## config.mk

```make
export PLATFORM = sky130hd
export DESIGN_NAME = binary_image_unpack_crop_core
export DESIGN_NICKNAME = d
export VERILOG_FILES = /design/src/rtl/core/biuc_pkg.sv /design/src/rtl/core/biuc_line_store.sv /design/src/rtl/core/biuc_job_queue.sv /design/src/rtl/core/biuc_front.sv /design/src/rtl/core/biuc_back.sv /design/src/rtl/core/binary_image_unpack_crop_core.sv
export VERILOG_INCLUDE_DIRS = /design/src /design/src/rtl/core
export SDC_FILE = /design/constraint.sdc
export NUM_CORES = 1
export LEC_CHECK = 0
export BUFFER_PORTS_ARGS = -buffer_cell sky130_fd_sc_hd__buf_2
export CAP_MARGIN = 30
export CORE_ASPECT_RATIO = 1.5
export CORE_UTILIZATION = 60
export CTS_BUF_LIST = sky130_fd_sc_hd__clkbuf_8 sky130_fd_sc_hd__clkbuf_16
export DETAILED_ROUTE_END_ITERATION = 12
export GPL_TIMING_DRIVEN = 1
export PLACE_DENSITY_LB_ADDON = 0.3
export REMOVE_ABC_BUFFERS = 1
export SLEW_MARGIN = 20
export SYNTH_ARGS = -nofsm -noshare
export SYNTH_HDL_FRONTEND = slang
export SYNTH_SLANG_ARGS = --single-unit
```

## constraint.sdc

```tcl
create_clock -name clk -period 8.6 [get_ports clk]
set_clock_uncertainty 0.2 [all_clocks]
set_input_delay 1.72 -clock clk [delete_from_list [all_inputs] [get_ports clk]]
set_output_delay 1.72 -clock clk [all_outputs]
set_load 0.02 [all_outputs]
```

## src/rtl/core/binary_image_unpack_crop_core_macros.svh

```systemverilog
// Assertion macros shared by the unpack/crop core RTL.
// Included by files that carry concurrent checks; no other dependencies.
`ifndef BINARY_IMAGE_UNPACK_CROP_CORE_MACROS_SVH
`define BINARY_IMAGE_UNPACK_CROP_CORE_MACROS_SVH

`ifndef ASSERT_OFF
`define BIUC_ASSERT(label, clk, rst_n, prop) \
    label: assert property (@(posedge clk) disable iff (!rst_n) prop) \
        else $error("biuc: concurrent check failed");
`define BIUC_NEVER(label, clk, rst_n, expr) \
    label: assert property (@(posedge clk) disable iff (!rst_n) !(expr)) \
        else $error("biuc: forbidden condition seen");
`else
`define BIUC_ASSERT(label, clk, rst_n, prop)
`define BIUC_NEVER(label, clk, rst_n, expr)
`endif

`endif

```

## src/rtl/core/biuc_pkg.sv

```systemverilog
// Package for the binary image unpack/crop core: sizes, register codes,
// reset values and the structs passed between front, queue and back.
`default_nettype none

package biuc_pkg;

    // default geometry
    localparam int ROW_BYTES_DEF  = 20;
    localparam int FRAME_ROWS_DEF = 120;
    localparam int OUT_WIDTH_DEF  = 128;

    // pixels per output group
    localparam int GROUP_PIX = 8;

    // signed window offset; covers -512..512 for the largest geometry
    localparam int OFFS_W = 11;
    // running column inside the back end (offset plus window width)
    localparam int COL_W  = OFFS_W + 1;

    localparam int CFG_IDX_W  = 3;
    localparam int CFG_DATA_W = 8;
    localparam int ROW_IDX_W  = 7;
    localparam int GRP_IDX_W  = 4;

    typedef enum logic [CFG_IDX_W-1:0] {
        CFG_BASE_OFFSET     = 3'd0,
        CFG_LEFT_FILL_ZERO  = 3'd1,
        CFG_STEER_ENABLE    = 3'd2,
        CFG_STEER_ANGLE     = 3'd3,
        CFG_STEER_THRESHOLD = 3'd4,
        CFG_STEER_SHIFT     = 3'd5,
        CFG_ROWS_KEPT       = 3'd6
    } cfg_reg_t;

    localparam logic [7:0] RST_BASE_OFFSET     = 8'd26;
    localparam logic       RST_LEFT_FILL_ZERO  = 1'b0;
    localparam logic       RST_STEER_ENABLE    = 1'b0;
    localparam logic [7:0] RST_STEER_ANGLE     = 8'd0;
    localparam logic [6:0] RST_STEER_THRESHOLD = 7'd30;
    localparam logic [5:0] RST_STEER_SHIFT     = 6'd15;
    localparam logic [6:0] RST_ROWS_KEPT       = 7'd70;

    localparam logic [7:0] PIX_WHITE = 8'hFF;
    localparam logic [7:0] PIX_BLACK = 8'h00;

    // one kept row waiting to be cropped
    typedef struct packed {
        logic                     bank;
        logic [ROW_IDX_W-1:0]     row_index;
        logic signed [OFFS_W-1:0] offset;
        logic                     left_fill_zero;
    } job_t;

    // back end hands a line bank back to the front end
    typedef struct packed {
        logic valid;
        logic bank;
    } release_t;

    typedef enum logic {
        BK_IDLE = 1'b0,
        BK_RUN  = 1'b1
    } back_state_t;

endpackage

`default_nettype wire

```

## src/rtl/core/biuc_line_store.sv

```systemverilog
// Two-bank line store: one bank fills from the byte stream while the other
// is read out as a flat pixel-bit vector. Uses biuc_pkg.
`default_nettype none

module biuc_line_store #(
    parameter int ROW_BYTES = biuc_pkg::ROW_BYTES_DEF
) (
    input  wire logic                                        clk,
    input  wire logic                                        wr_en,
    input  wire logic                                        wr_bank,
    input  wire logic [((ROW_BYTES > 1) ? $clog2(ROW_BYTES) : 1)-1:0] wr_byte,
    input  wire logic [7:0]                                  wr_data,
    input  wire logic                                        rd_bank,
    output logic      [ROW_BYTES*8-1:0]                      rd_line
);

    localparam int ROW_PIX    = ROW_BYTES * 8;
    localparam int BYTE_IDX_W = (ROW_BYTES > 1) ? $clog2(ROW_BYTES) : 1;

    // bit c holds pixel column c; 1 = black
    logic [ROW_PIX-1:0] line_reg [2];

    always_ff @(posedge clk)
    begin
        if (wr_en)
        begin
            for (int j = 0; j < ROW_BYTES; j++)
            begin
                if (wr_byte == BYTE_IDX_W'(j))
                begin
                    // MSB of the byte is the leftmost column
                    for (int i = 0; i < 8; i++)
                    begin
                        line_reg[wr_bank][j*8 + i] <= wr_data[7-i];
                    end
                end
            end
        end
    end

    assign rd_line = line_reg[rd_bank];

endmodule

`default_nettype wire

```

## src/rtl/core/biuc_job_queue.sv

```systemverilog
// Two-entry job queue between the front end and the back end.
// Uses biuc_pkg::job_t.
`default_nettype none

module biuc_job_queue (
    input  wire logic           clk,
    input  wire logic           rst_n,
    input  wire logic           push,
    input  wire biuc_pkg::job_t push_job,
    input  wire logic           pop,
    output biuc_pkg::job_t      head_job,
    output logic                empty,
    output logic                full
);

    biuc_pkg::job_t entry_reg [2];
    logic       wr_ptr_reg, wr_ptr_next;
    logic       rd_ptr_reg, rd_ptr_next;
    logic [1:0] count_reg, count_next;
    logic       do_push, do_pop;

    assign empty   = (count_reg == 2'd0);
    assign full    = (count_reg == 2'd2);
    assign do_push = push && !full;
    assign do_pop  = pop && !empty;

    always_comb
    begin
        wr_ptr_next = wr_ptr_reg ^ do_push;
        rd_ptr_next = rd_ptr_reg ^ do_pop;
        count_next  = count_reg;
        if (do_push && !do_pop)
        begin
            count_next = count_reg + 2'd1;
        end
        else if (do_pop && !do_push)
        begin
            count_next = count_reg - 2'd1;
        end
    end

    always_ff @(posedge clk or negedge rst_n)
    begin
        if (!rst_n)
        begin
            wr_ptr_reg <= 1'b0;
            rd_ptr_reg <= 1'b0;
            count_reg  <= 2'd0;
        end
        else
        begin
            wr_ptr_reg <= wr_ptr_next;
            rd_ptr_reg <= rd_ptr_next;
            count_reg  <= count_next;
        end
    end

    always_ff @(posedge clk)
    begin
        if (do_push)
        begin
            entry_reg[wr_ptr_reg] <= push_job;
        end
    end

    assign head_job = entry_reg[rd_ptr_reg];

endmodule

`default_nettype wire

```

## src/rtl/core/biuc_front.sv

```systemverilog
// Front end: config registers, byte intake, row/frame counting, window
// offset and job issue. Uses biuc_pkg and the assertion macro header.
`default_nettype none
`include "binary_image_unpack_crop_core_macros.svh"

module biuc_front #(
    parameter int ROW_BYTES  = biuc_pkg::ROW_BYTES_DEF,
    parameter int FRAME_ROWS = biuc_pkg::FRAME_ROWS_DEF,
    parameter int OUT_WIDTH  = biuc_pkg::OUT_WIDTH_DEF
) (
    input  wire logic                                  clk,
    input  wire logic                                  rst_n,
    // config
    input  wire logic                                  cfg_wr_en,
    input  wire logic [biuc_pkg::CFG_IDX_W-1:0]        cfg_index,
    input  wire logic [biuc_pkg::CFG_DATA_W-1:0]       cfg_data,
    // byte stream
    input  wire logic                                  in_valid,
    output logic                                       in_ready,
    // line store write side
    output logic                                       ls_wr_en,
    output logic                                       ls_wr_bank,
    output logic [((ROW_BYTES > 1) ? $clog2(ROW_BYTES) : 1)-1:0] ls_wr_byte,
    // job queue
    output logic                                       q_push,
    output biuc_pkg::job_t                             q_job,
    input  wire logic                                  q_full,
    // bank handback from the back end
    input  wire biuc_pkg::release_t                    rel
);

    localparam int ROW_PIX    = ROW_BYTES * 8;
    localparam int BYTE_IDX_W = (ROW_BYTES > 1) ? $clog2(ROW_BYTES) : 1;
    localparam int ROW_CNT_W  = (FRAME_ROWS > 1) ? $clog2(FRAME_ROWS) : 1;
    localparam int KEEP_W     = (ROW_CNT_W > 7) ? ROW_CNT_W : 7;
    localparam int OW         = biuc_pkg::OFFS_W;
    localparam logic signed [OW-1:0] OFFS_MIN = OW'(-OUT_WIDTH);
    localparam logic signed [OW-1:0] OFFS_MAX = OW'(ROW_PIX);

    // config registers
    logic [7:0] base_offset_reg;
    logic       left_fill_zero_reg;
    logic       steer_enable_reg;
    logic [7:0] steer_angle_reg;
    logic [6:0] steer_threshold_reg;
    logic [5:0] steer_shift_reg;
    logic [6:0] rows_kept_reg;

    logic [BYTE_IDX_W-1:0] byte_cnt_reg, byte_cnt_next;
    logic [ROW_CNT_W-1:0]  row_cnt_reg, row_cnt_next;
    logic                  wr_bank_reg, wr_bank_next;
    logic [1:0]            busy_reg, busy_next;

    logic                  accept, last_byte, row_kept;
    logic [KEEP_W-1:0]     row_ext, keep_ext;
    logic signed [8:0]     angle9, thr9, neg_thr9;
    logic signed [OW-1:0]  adj, offs_sum, offs_sat;

    always_ff @(posedge clk or negedge rst_n)
    begin
        if (!rst_n)
        begin
            base_offset_reg     <= biuc_pkg::RST_BASE_OFFSET;
            left_fill_zero_reg  <= biuc_pkg::RST_LEFT_FILL_ZERO;
            steer_enable_reg    <= biuc_pkg::RST_STEER_ENABLE;
            steer_angle_reg     <= biuc_pkg::RST_STEER_ANGLE;
            steer_threshold_reg <= biuc_pkg::RST_STEER_THRESHOLD;
            steer_shift_reg     <= biuc_pkg::RST_STEER_SHIFT;
            rows_kept_reg       <= biuc_pkg::RST_ROWS_KEPT;
        end
        else if (cfg_wr_en)
        begin
            case (cfg_index)
                biuc_pkg::CFG_BASE_OFFSET:     base_offset_reg     <= cfg_data;
                biuc_pkg::CFG_LEFT_FILL_ZERO:  left_fill_zero_reg  <= cfg_data[0];
                biuc_pkg::CFG_STEER_ENABLE:    steer_enable_reg    <= cfg_data[0];
                biuc_pkg::CFG_STEER_ANGLE:     steer_angle_reg     <= cfg_data;
                biuc_pkg::CFG_STEER_THRESHOLD: steer_threshold_reg <= cfg_data[6:0];
                biuc_pkg::CFG_STEER_SHIFT:     steer_shift_reg     <= cfg_data[5:0];
                biuc_pkg::CFG_ROWS_KEPT:       rows_kept_reg       <= cfg_data[6:0];
                default: ;
            endcase
        end
    end

    // a bank still waiting on the back end cannot be refilled
    assign in_ready  = !busy_reg[wr_bank_reg];
    assign accept    = in_valid && in_ready;
    assign last_byte = (byte_cnt_reg == BYTE_IDX_W'(ROW_BYTES - 1));

    assign row_ext  = KEEP_W'(row_cnt_reg);
    assign keep_ext = KEEP_W'(rows_kept_reg);
    assign row_kept = (row_ext < keep_ext);

    // steering shift and saturated window offset
    always_comb
    begin
        angle9   = $signed({steer_angle_reg[7], steer_angle_reg});
        thr9     = $signed({2'b00, steer_threshold_reg});
        neg_thr9 = -thr9;
        adj      = '0;
        if (steer_enable_reg)
        begin
            if (angle9 > thr9)
            begin
                adj = -$signed(OW'(steer_shift_reg));
            end
            else if (angle9 < neg_thr9)
            begin
                adj = $signed(OW'(steer_shift_reg));
            end
        end
        offs_sum = $signed({{(OW-8){base_offset_reg[7]}}, base_offset_reg}) + adj;
        if (offs_sum < OFFS_MIN)
        begin
            offs_sat = OFFS_MIN;
        end
        else if (offs_sum > OFFS_MAX)
        begin
            offs_sat = OFFS_MAX;
        end
        else
        begin
            offs_sat = offs_sum;
        end
    end

    assign ls_wr_en   = accept;
    assign ls_wr_bank = wr_bank_reg;
    assign ls_wr_byte = byte_cnt_reg;

    assign q_push               = accept && last_byte && row_kept;
    assign q_job.bank           = wr_bank_reg;
    assign q_job.row_index      = biuc_pkg::ROW_IDX_W'(row_cnt_reg);
    assign q_job.offset         = offs_sat;
    assign q_job.left_fill_zero = left_fill_zero_reg;

    always_comb
    begin
        byte_cnt_next = byte_cnt_reg;
        row_cnt_next  = row_cnt_reg;
        wr_bank_next  = wr_bank_reg;
        busy_next     = busy_reg;
        if (rel.valid)
        begin
            busy_next[rel.bank] = 1'b0;
        end
        if (accept)
        begin
            if (last_byte)
            begin
                byte_cnt_next = '0;
                if (row_cnt_reg == ROW_CNT_W'(FRAME_ROWS - 1))
                begin
                    row_cnt_next = '0;
                end
                else
                begin
                    row_cnt_next = row_cnt_reg + 1'b1;
                end
                // dropped rows reuse the same bank
                if (row_kept)
                begin
                    busy_next[wr_bank_reg] = 1'b1;
                    wr_bank_next           = !wr_bank_reg;
                end
            end
            else
            begin
                byte_cnt_next = byte_cnt_reg + 1'b1;
            end
        end
    end

    always_ff @(posedge clk or negedge rst_n)
    begin
        if (!rst_n)
        begin
            byte_cnt_reg <= '0;
            row_cnt_reg  <= '0;
            wr_bank_reg  <= 1'b0;
            busy_reg     <= 2'b00;
        end
        else
        begin
            byte_cnt_reg <= byte_cnt_next;
            row_cnt_reg  <= row_cnt_next;
            wr_bank_reg  <= wr_bank_next;
            busy_reg     <= busy_next;
        end
    end

    `BIUC_ASSERT(a_rel_busy_bank, clk, rst_n, rel.valid |-> busy_reg[rel.bank])
    `BIUC_NEVER(a_push_full, clk, rst_n, q_push && q_full)
    `BIUC_ASSERT(a_push_flips_bank, clk, rst_n, q_push |=> wr_bank_reg != $past(wr_bank_reg))

endmodule

`default_nettype wire

```

## src/rtl/core/biuc_back.sv

```systemverilog
// Back end: pops a row job, walks the window one group of eight pixels per
// cycle into an output register, holding while out_ready stalls it. Uses biuc_pkg.
`default_nettype none

module biuc_back #(
    parameter int ROW_BYTES = biuc_pkg::ROW_BYTES_DEF,
    parameter int OUT_WIDTH = biuc_pkg::OUT_WIDTH_DEF
) (
    input  wire logic                               clk,
    input  wire logic                               rst_n,
    // job queue
    input  wire logic                               q_empty,
    input  wire biuc_pkg::job_t                     q_job,
    output logic                                    q_pop,
    // line store read side
    output logic                                    rd_bank,
    input  wire logic [ROW_BYTES*8-1:0]             rd_line,
    // bank handback
    output biuc_pkg::release_t                      rel,
    // result stream
    output logic                                    out_valid,
    input  wire logic                               out_ready,
    output logic [63:0]                             pixel_group,
    output logic [biuc_pkg::ROW_IDX_W-1:0]          row_index,
    output logic [biuc_pkg::GRP_IDX_W-1:0]          group_index,
    output logic                                    last_of_row
);

    localparam int ROW_PIX  = ROW_BYTES * 8;
    localparam int IDX_W    = $clog2(ROW_PIX);
    localparam int GROUPS   = OUT_WIDTH / biuc_pkg::GROUP_PIX;
    localparam int GRP_W    = (GROUPS > 1) ? $clog2(GROUPS) : 1;
    localparam int CW       = biuc_pkg::COL_W;
    // right fill source column
    localparam int RFILL    = (OUT_WIDTH - 1 < ROW_PIX - 1) ? OUT_WIDTH - 1 : ROW_PIX - 1;

    biuc_pkg::back_state_t state_reg, state_next;

    logic                          bank_reg;
    logic [biuc_pkg::ROW_IDX_W-1:0] row_reg;
    logic signed [CW-1:0]          col_reg;
    logic                          lfz_reg;
    logic [GRP_W-1:0]              grp_reg;

    logic                          out_valid_reg;
    logic [63:0]                   pixel_group_reg;
    logic [biuc_pkg::ROW_IDX_W-1:0] row_index_reg;
    logic [biuc_pkg::GRP_IDX_W-1:0] group_index_reg;
    logic                          last_reg;

    logic                          load, last_grp;
    logic [63:0]                   group_pix;
    logic signed [CW-1:0]          src_col;
    logic                          black;

    assign last_grp = (grp_reg == GRP_W'(GROUPS - 1));

    // next state
    always_comb
    begin
        state_next = state_reg;
        case (state_reg)
            biuc_pkg::BK_IDLE:
            begin
                if (!q_empty)
                begin
                    state_next = biuc_pkg::BK_RUN;
                end
            end
            biuc_pkg::BK_RUN:
            begin
                if (load && last_grp)
                begin
                    state_next = biuc_pkg::BK_IDLE;
                end
            end
            default: state_next = biuc_pkg::BK_IDLE;
        endcase
    end

    // state outputs
    always_comb
    begin
        q_pop = 1'b0;
        load  = 1'b0;
        case (state_reg)
            biuc_pkg::BK_IDLE: q_pop = !q_empty;
            biuc_pkg::BK_RUN:  load  = !out_valid_reg || out_ready;
            default: ;
        endcase
    end

    assign rel.valid = load && last_grp;
    assign rel.bank  = bank_reg;
    assign rd_bank   = bank_reg;

    // eight source columns, leftmost into the high byte
    always_comb
    begin
        group_pix = '0;
        src_col   = '0;
        black     = 1'b0;
        for (int p = 0; p < biuc_pkg::GROUP_PIX; p++)
        begin
            src_col = col_reg + CW'(p);
            if (src_col[CW-1])
            begin
                black = lfz_reg ? 1'b1 : rd_line[0];
            end
            else if (src_col >= $signed(CW'(ROW_PIX)))
            begin
                black = rd_line[RFILL];
            end
            else
            begin
                black = rd_line[src_col[IDX_W-1:0]];
            end
            group_pix[63 - 8*p -: 8] = black ? biuc_pkg::PIX_BLACK : biuc_pkg::PIX_WHITE;
        end
    end

    always_ff @(posedge clk or negedge rst_n)
    begin
        if (!rst_n)
        begin
            state_reg     <= biuc_pkg::BK_IDLE;
            out_valid_reg <= 1'b0;
        end
        else
        begin
            state_reg <= state_next;
            if (load)
            begin
                out_valid_reg <= 1'b1;
            end
            else if (out_ready)
            begin
                out_valid_reg <= 1'b0;
            end
        end
    end

    always_ff @(posedge clk)
    begin
        if (q_pop)
        begin
            bank_reg <= q_job.bank;
            row_reg  <= q_job.row_index;
            col_reg  <= {q_job.offset[biuc_pkg::OFFS_W-1], q_job.offset};
            lfz_reg  <= q_job.left_fill_zero;
            grp_reg  <= '0;
        end
        else if (load)
        begin
            grp_reg <= grp_reg + 1'b1;
            col_reg <= col_reg + CW'(biuc_pkg::GROUP_PIX);
        end
        if (load)
        begin
            pixel_group_reg <= group_pix;
            row_index_reg   <= row_reg;
            group_index_reg <= biuc_pkg::GRP_IDX_W'(grp_reg);
            last_reg        <= last_grp;
        end
    end

    assign out_valid   = out_valid_reg;
    assign pixel_group = pixel_group_reg;
    assign row_index   = row_index_reg;
    assign group_index = group_index_reg;
    assign last_of_row = last_reg;

endmodule

`default_nettype wire

```

## src/rtl/core/binary_image_unpack_crop_core.sv

```systemverilog
// Top level of the binary image unpack/crop core: front end, two-bank line
// store, job queue and back end. Uses biuc_pkg.
//
//   channel   signals                                   handshake
//   --------  ----------------------------------------  ------------------
//   in        packed_byte                               in_valid/in_ready
//   out       pixel_group, row_index, group_index,      out_valid/out_ready
//             last_of_row
//   cfg       cfg_index, cfg_data                       cfg_wr_en (no wait)
//
// One byte is taken per cycle while in_ready is high. The last byte of a kept
// row queues a job; its OUT_WIDTH/8 groups leave one per cycle unless out_ready
// stalls them. The two line banks let the next row load while the previous one
// drains, so input stalls only when both banks hold rows not yet fully emitted.
// Reset clears counters, bank flags, queue, presets config; no clearing pass.
`default_nettype none

module binary_image_unpack_crop_core #(
    parameter int ROW_BYTES  = biuc_pkg::ROW_BYTES_DEF,
    parameter int FRAME_ROWS = biuc_pkg::FRAME_ROWS_DEF,
    parameter int OUT_WIDTH  = biuc_pkg::OUT_WIDTH_DEF
) (
    input  wire logic                               clk,
    input  wire logic                               rst_n,
    input  wire logic                               cfg_wr_en,
    input  wire logic [biuc_pkg::CFG_IDX_W-1:0]     cfg_index,
    input  wire logic [biuc_pkg::CFG_DATA_W-1:0]    cfg_data,
    input  wire logic                               in_valid,
    output logic                                    in_ready,
    input  wire logic [7:0]                         packed_byte,
    output logic                                    out_valid,
    input  wire logic                               out_ready,
    output logic [63:0]                             pixel_group,
    output logic [biuc_pkg::ROW_IDX_W-1:0]          row_index,
    output logic [biuc_pkg::GRP_IDX_W-1:0]          group_index,
    output logic                                    last_of_row
);

    localparam int BYTE_IDX_W = (ROW_BYTES > 1) ? $clog2(ROW_BYTES) : 1;

    logic                   ls_wr_en, ls_wr_bank, rd_bank;
    logic [BYTE_IDX_W-1:0]  ls_wr_byte;
    logic [ROW_BYTES*8-1:0] rd_line;
    logic                   q_push, q_pop, q_empty, q_full;
    biuc_pkg::job_t         push_job, head_job;
    biuc_pkg::release_t     rel;

    biuc_front #(
        .ROW_BYTES  (ROW_BYTES),
        .FRAME_ROWS (FRAME_ROWS),
        .OUT_WIDTH  (OUT_WIDTH)
    ) u_front (
        .clk         (clk),
        .rst_n       (rst_n),
        .cfg_wr_en   (cfg_wr_en),
        .cfg_index   (cfg_index),
        .cfg_data    (cfg_data),
        .in_valid    (in_valid),
        .in_ready    (in_ready),
        .ls_wr_en    (ls_wr_en),
        .ls_wr_bank  (ls_wr_bank),
        .ls_wr_byte  (ls_wr_byte),
        .q_push      (q_push),
        .q_job       (push_job),
        .q_full      (q_full),
        .rel         (rel)
    );

    biuc_line_store #(
        .ROW_BYTES (ROW_BYTES)
    ) u_line_store (
        .clk     (clk),
        .wr_en   (ls_wr_en),
        .wr_bank (ls_wr_bank),
        .wr_byte (ls_wr_byte),
        .wr_data (packed_byte),
        .rd_bank (rd_bank),
        .rd_line (rd_line)
    );

    biuc_job_queue u_job_queue (
        .clk      (clk),
        .rst_n    (rst_n),
        .push     (q_push),
        .push_job (push_job),
        .pop      (q_pop),
        .head_job (head_job),
        .empty    (q_empty),
        .full     (q_full)
    );

    biuc_back #(
        .ROW_BYTES (ROW_BYTES),
        .OUT_WIDTH (OUT_WIDTH)
    ) u_back (
        .clk         (clk),
        .rst_n       (rst_n),
        .q_empty     (q_empty),
        .q_job       (head_job),
        .q_pop       (q_pop),
        .rd_bank     (rd_bank),
        .rd_line     (rd_line),
        .rel         (rel),
        .out_valid   (out_valid),
        .out_ready   (out_ready),
        .pixel_group (pixel_group),
        .row_index   (row_index),
        .group_index (group_index),
        .last_of_row (last_of_row)
    );

endmodule

`default_nettype wire
```

==> flow_results.xml <==
<?xml version="1.0" encoding="UTF-8"?>
<metrics>
  <group name="timing">
    <metric name="setup_violations" unit="">0</metric>
    <metric name="finalWorstSetupSlack" unit="ns">2.78</metric>
    <metric name="max_transition_margin" unit="">0.328</metric>
    <metric name="max_slew.worst_pin.slew" unit="ns">1.00</metric>
    <metric name="holdWs" unit="ns">0.218</metric>
    <metric name="clock.fmax" unit="GHz">0.172</metric>
    <metric name="hold_viol" unit="">0</metric>
    <metric name="rsz_0062_raised_after_global_routing" unit="">no</metric>
    <metric name="final_period_minus_worst_setup_slack" unit="ns">5.82</metric>
    <metric name="final.period_utilization" unit="">0.676</metric>
    <metric name="slew_violations" unit="">0</metric>
  </group>
  <group name="synth">
    <metric name="yosys.cell_count.top_type" unit="">edfxtp_1</metric>
    <metric name="number_of_enable_flip_flop_cells_after_synthesis" unit="">401</metric>
    <metric name="synth.cells.most_frequent" unit="">edfxtp_1 (401), mux4_2 (251), nand2_1 (228)</metric>
    <metric name="yosysTopAreaCell" unit="">edfxtp_1</metric>
    <metric name="synthesis.area_per_instance" unit="sq um">13.2</metric>
    <metric name="post_synth_main_area_contributors" unit="">edfxtp_1 (39%), mux4_2 (18%), mux2i_1 (6.4%)</metric>
    <metric name="yosys_most_used_dff" unit="">edfxtp_1</metric>
    <metric name="yosysSeqAreaShare" unit="">0.444</metric>
    <metric name="synth-async-reset-ratio" unit="">0.127</metric>
    <metric name="ys_ff_latch" unit="">465</metric>
    <metric name="synth_cells" unit="">2335</metric>
    <metric name="synth.lib_cells_used.distinct" unit="">84</metric>
    <metric name="yosys_warnings" unit="">0</metric>
    <metric name="syn-cell-area" unit="sq um">30700</metric>
    <metric name="yosysTopAreaCellShare" unit="">0.392</metric>
  </group>
  <group name="clock_tree">
    <metric name="cts_hold_repair.buffers" unit="">0</metric>
    <metric name="clkSlewWorstSetupHoldPaths" unit="ns">0.06</metric>
    <metric name="cts_tree" unit="">yes</metric>
    <metric name="clkLatencyLatePin" unit="ns">0.59</metric>
    <metric name="clock_path_buffers" unit="">3</metric>
    <metric name="cts_resized" unit="">0</metric>
    <metric name="cts_buffers" unit="">46</metric>
    <metric name="cts.sinks" unit="">465</metric>
    <metric name="ctsHtreeMaxLevel" unit="">2</metric>
    <metric name="cts_root_buf" unit="">clkbuf_16</metric>
    <metric name="number_of_buffers_inserted_by_post_cts_setup_repair" unit="">0</metric>
  </group>
  <group name="cells_and_area">
    <metric name="final_layout_size_suffix_gt1_frac" unit="">0.270</metric>
    <metric name="syn_to_final_growth" unit="%">7.61</metric>
    <metric name="nets" unit="">2419</metric>
    <metric name="largest_reg_flops" unit="">320</metric>
  </group>
  <group name="grt">
    <metric name="first_global_vias" unit="">21300</metric>
    <metric name="groute.usage.overall" unit="">0.344</metric>
    <metric name="grt_first_pass_wirelength" unit="microns">133000</metric>
    <metric name="grt_start_max_net_pins" unit="">133</metric>
    <metric name="gr-total-overflow" unit="">0</metric>
    <metric name="grt_antenna_before_repair" unit="">0</metric>
  </group>
  <group name="worst_setup_path">
    <metric name="timing.rr.start" unit="">u_front.steer_threshold_reg[1]$_DFFE_PN1P_</metric>
    <metric name="worstSetupEndpointType" unit="">register</metric>
    <metric name="critical_path.startpoint_type" unit="">register</metric>
    <metric name="cp_data_required_time" unit="ns">8.79</metric>
    <metric name="wp_data_arrival" unit="ns">6.00</metric>
    <metric name="worst-path-max-fanout" unit="">7</metric>
    <metric name="timing.reg2reg.worst_path_depth" unit="">25</metric>
    <metric name="timing_worst_setup_path_type" unit="">register to register</metric>
    <metric name="setup_slack_of_the_most_critical_reg_to_reg_path" unit="ns">2.78</metric>
    <metric name="worst_r2r_endpoint" unit="">u_job_queue.entry_reg[0][5]$_DFFE_PP_</metric>
  </group>
  <group name="detailed_routing">
    <metric name="dr_total_vias" unit="">21400</metric>
    <metric name="wl_per_cell" unit="microns">29.3</metric>
    <metric name="via_per_inst" unit="">7.02</metric>
    <metric name="detail_route.first_pass.iterations" unit="">6</metric>
    <metric name="route.final.wire_length" unit="microns">89200</metric>
    <metric name="detail-route-antenna-nets" unit="">0</metric>
    <metric name="first_iter_violations" unit="">2364</metric>
    <metric name="post-route-drc-count" unit="">0</metric>
  </group>
  <group name="worst_hold_path">
    <metric name="worst_hold_startpoint" unit="">u_back.row_reg[1]$_DFFE_PP_</metric>
    <metric name="hold_path_class" unit="">register to register</metric>
    <metric name="count_of_cells_along_the_worst_hold_path" unit="">0</metric>
    <metric name="hold_path_end" unit="">u_back.row_index[1]$_DFFE_PP_</metric>
  </group>
  <group name="status">
    <metric name="outcome" unit="">completed</metric>
  </group>
  <group name="floorplanning">
    <metric name="floorplan.io_pins" unit="">102</metric>
    <metric name="initial_utilization" unit="">0.608</metric>
    <metric name="core" unit="sq um">50500</metric>
    <metric name="floorplan.die.height" unit="microns">279</metric>
    <metric name="chipWidth" unit="microns">187</metric>
    <metric name="die-area" unit="sq um">52100</metric>
    <metric name="site_rows" unit="">101</metric>
  </group>
  <group name="place">
    <metric name="globalplace.congestion" unit="">1.04</metric>
    <metric name="portBuffers" unit="">101</metric>
    <metric name="place_hpwl" unit="microns">64500</metric>
    <metric name="pre_cts_slack" unit="ns">2.86</metric>
  </group>
  <group name="power">
    <metric name="power.static_leakage" unit="nW">12.0</metric>
    <metric name="ir_drop" unit="mV">0.234</metric>
    <metric name="cellPowerDensity" unit="nW/um^2">310</metric>
  </group>
  <group name="flow_run">
    <metric name="max_cap_viol_count" unit="">0</metric>
  </group>
</metrics>
-- cells by family after synthesis --
logic type      count (synthesis)  synth area share
compound gates                291            0.0613
buf+inv                       262            0.0519
xor+xnor                       96            0.0276
flops                         465             0.444
fa+ha+maj                      56            0.0231
simple gates                  594            0.0884
mux                           571             0.304
-- cell type report --
| type | count | area (sq um) |
|---|---|---|
| repair buffers | 169 | 1210 |
| multi-input cells | 1608 | 15600 |
| flip-flops and latches | 465 | 13600 |
| clock buffers | 48 | 1180 |
| diodes | 1 | 2.50 |
| fillers | 3634 | 17500 |
| clock inverters | 38 | 452 |
| inverters | 49 | 185 |
| well taps | 669 | 837 |
-- cells in the final DEF (no fill, tap or decap), types with 54 or more instances in the layout --
cell        n
nor2_1    159
edfxtp_1  401
mux2i_1   196
mux4_2    251
xnor2_1    68
buf_2     103
ha_1       54
mux2_2    101
nand2_1   228
a21oi_1    63
o21ai_0    77
-- power by group --
part	leakage, nW	internal [mW]	switching [mW]
combinational	6.83	1.93	3.14
sequential	4.38	2.74	0.285
clock	0.802	1.25	0.905
total	12.0	5.92	4.33
-- metal layers --
layer	routed length (microns)	vias up	GRT usage
met2	45500	1196	0.601
li1	-	9116	-
met5	0	-	0
met4	6960	0	0.238
met3	6660	319	0.0553
met1	30100	10800	0.385
-- stage by stage --
step	instances	power (mW)	utilization	area (sq um)	TNS, ns
final	3047	10.3	0.654	33100	0
after global routing	3046	10.6	0.654	33000	0
after CTS	3037	10.1	0.651	32900	0
after detailed placement	2951	7.95	0.619	31300	0
after global placement	2939	7.85	0.615	31100	0
after floorplan	2122	6.45	-	29300	-47.09
-- how the worst max path moves through the flow --
stage | from | end | slack [ns] | cells after the start
after detailed placement | u_front.steer_threshold_reg[1]$_DFFE_PN1P_ | u_job_queue.entry_reg[1][5]$_DFFE_PP_ | 2.86 | 25
after global routing | u_front.steer_threshold_reg[1]$_DFFE_PN1P_ | u_job_queue.entry_reg[0][5]$_DFFE_PP_ | 2.24 | 25
final | u_front.steer_threshold_reg[1]$_DFFE_PN1P_ | u_job_queue.entry_reg[0][5]$_DFFE_PP_ | 2.78 | 25
after global placement | u_front.steer_threshold_reg[1]$_DFFE_PN1P_ | u_job_queue.entry_reg[0][1]$_DFFE_PP_ | 3.05 | 23
after CTS | u_front.steer_threshold_reg[1]$_DFFE_PN1P_ | u_job_queue.entry_reg[0][5]$_DFFE_PP_ | 2.84 | 25
after floorplan | u_back.col_reg[0]$_DFFE_PP_ | u_back.pixel_group[7]$_DFFE_PP_ | -8.88 | 11
-- critical path, stage by stage (launching register included) --
cell and delay [ns]:
dfstp_2 0.54, inv_1 0.09, ha_1 0.29, inv_1 0.04, ha_1 0.25, nor2b_1 0.12, o21ai_0 0.14, nand2b_1 0.08
a21oi_1 0.14, nor2b_1 0.06, o21ai_0 0.17, nand2_1 0.08, a31o_2 0.25, nor2_1 0.14, ha_1 0.18, inv_1 0.05
fa_1 0.40, nor2b_1 0.13, o21ai_0 0.13, a21boi_1 0.22, o21ai_0 0.13, a22oi_1 0.33, a31oi_2 0.19, xnor2_1 0.26
or4b_1 0.68, a21boi_0 0.33
(Power assumes the default switching activity.)
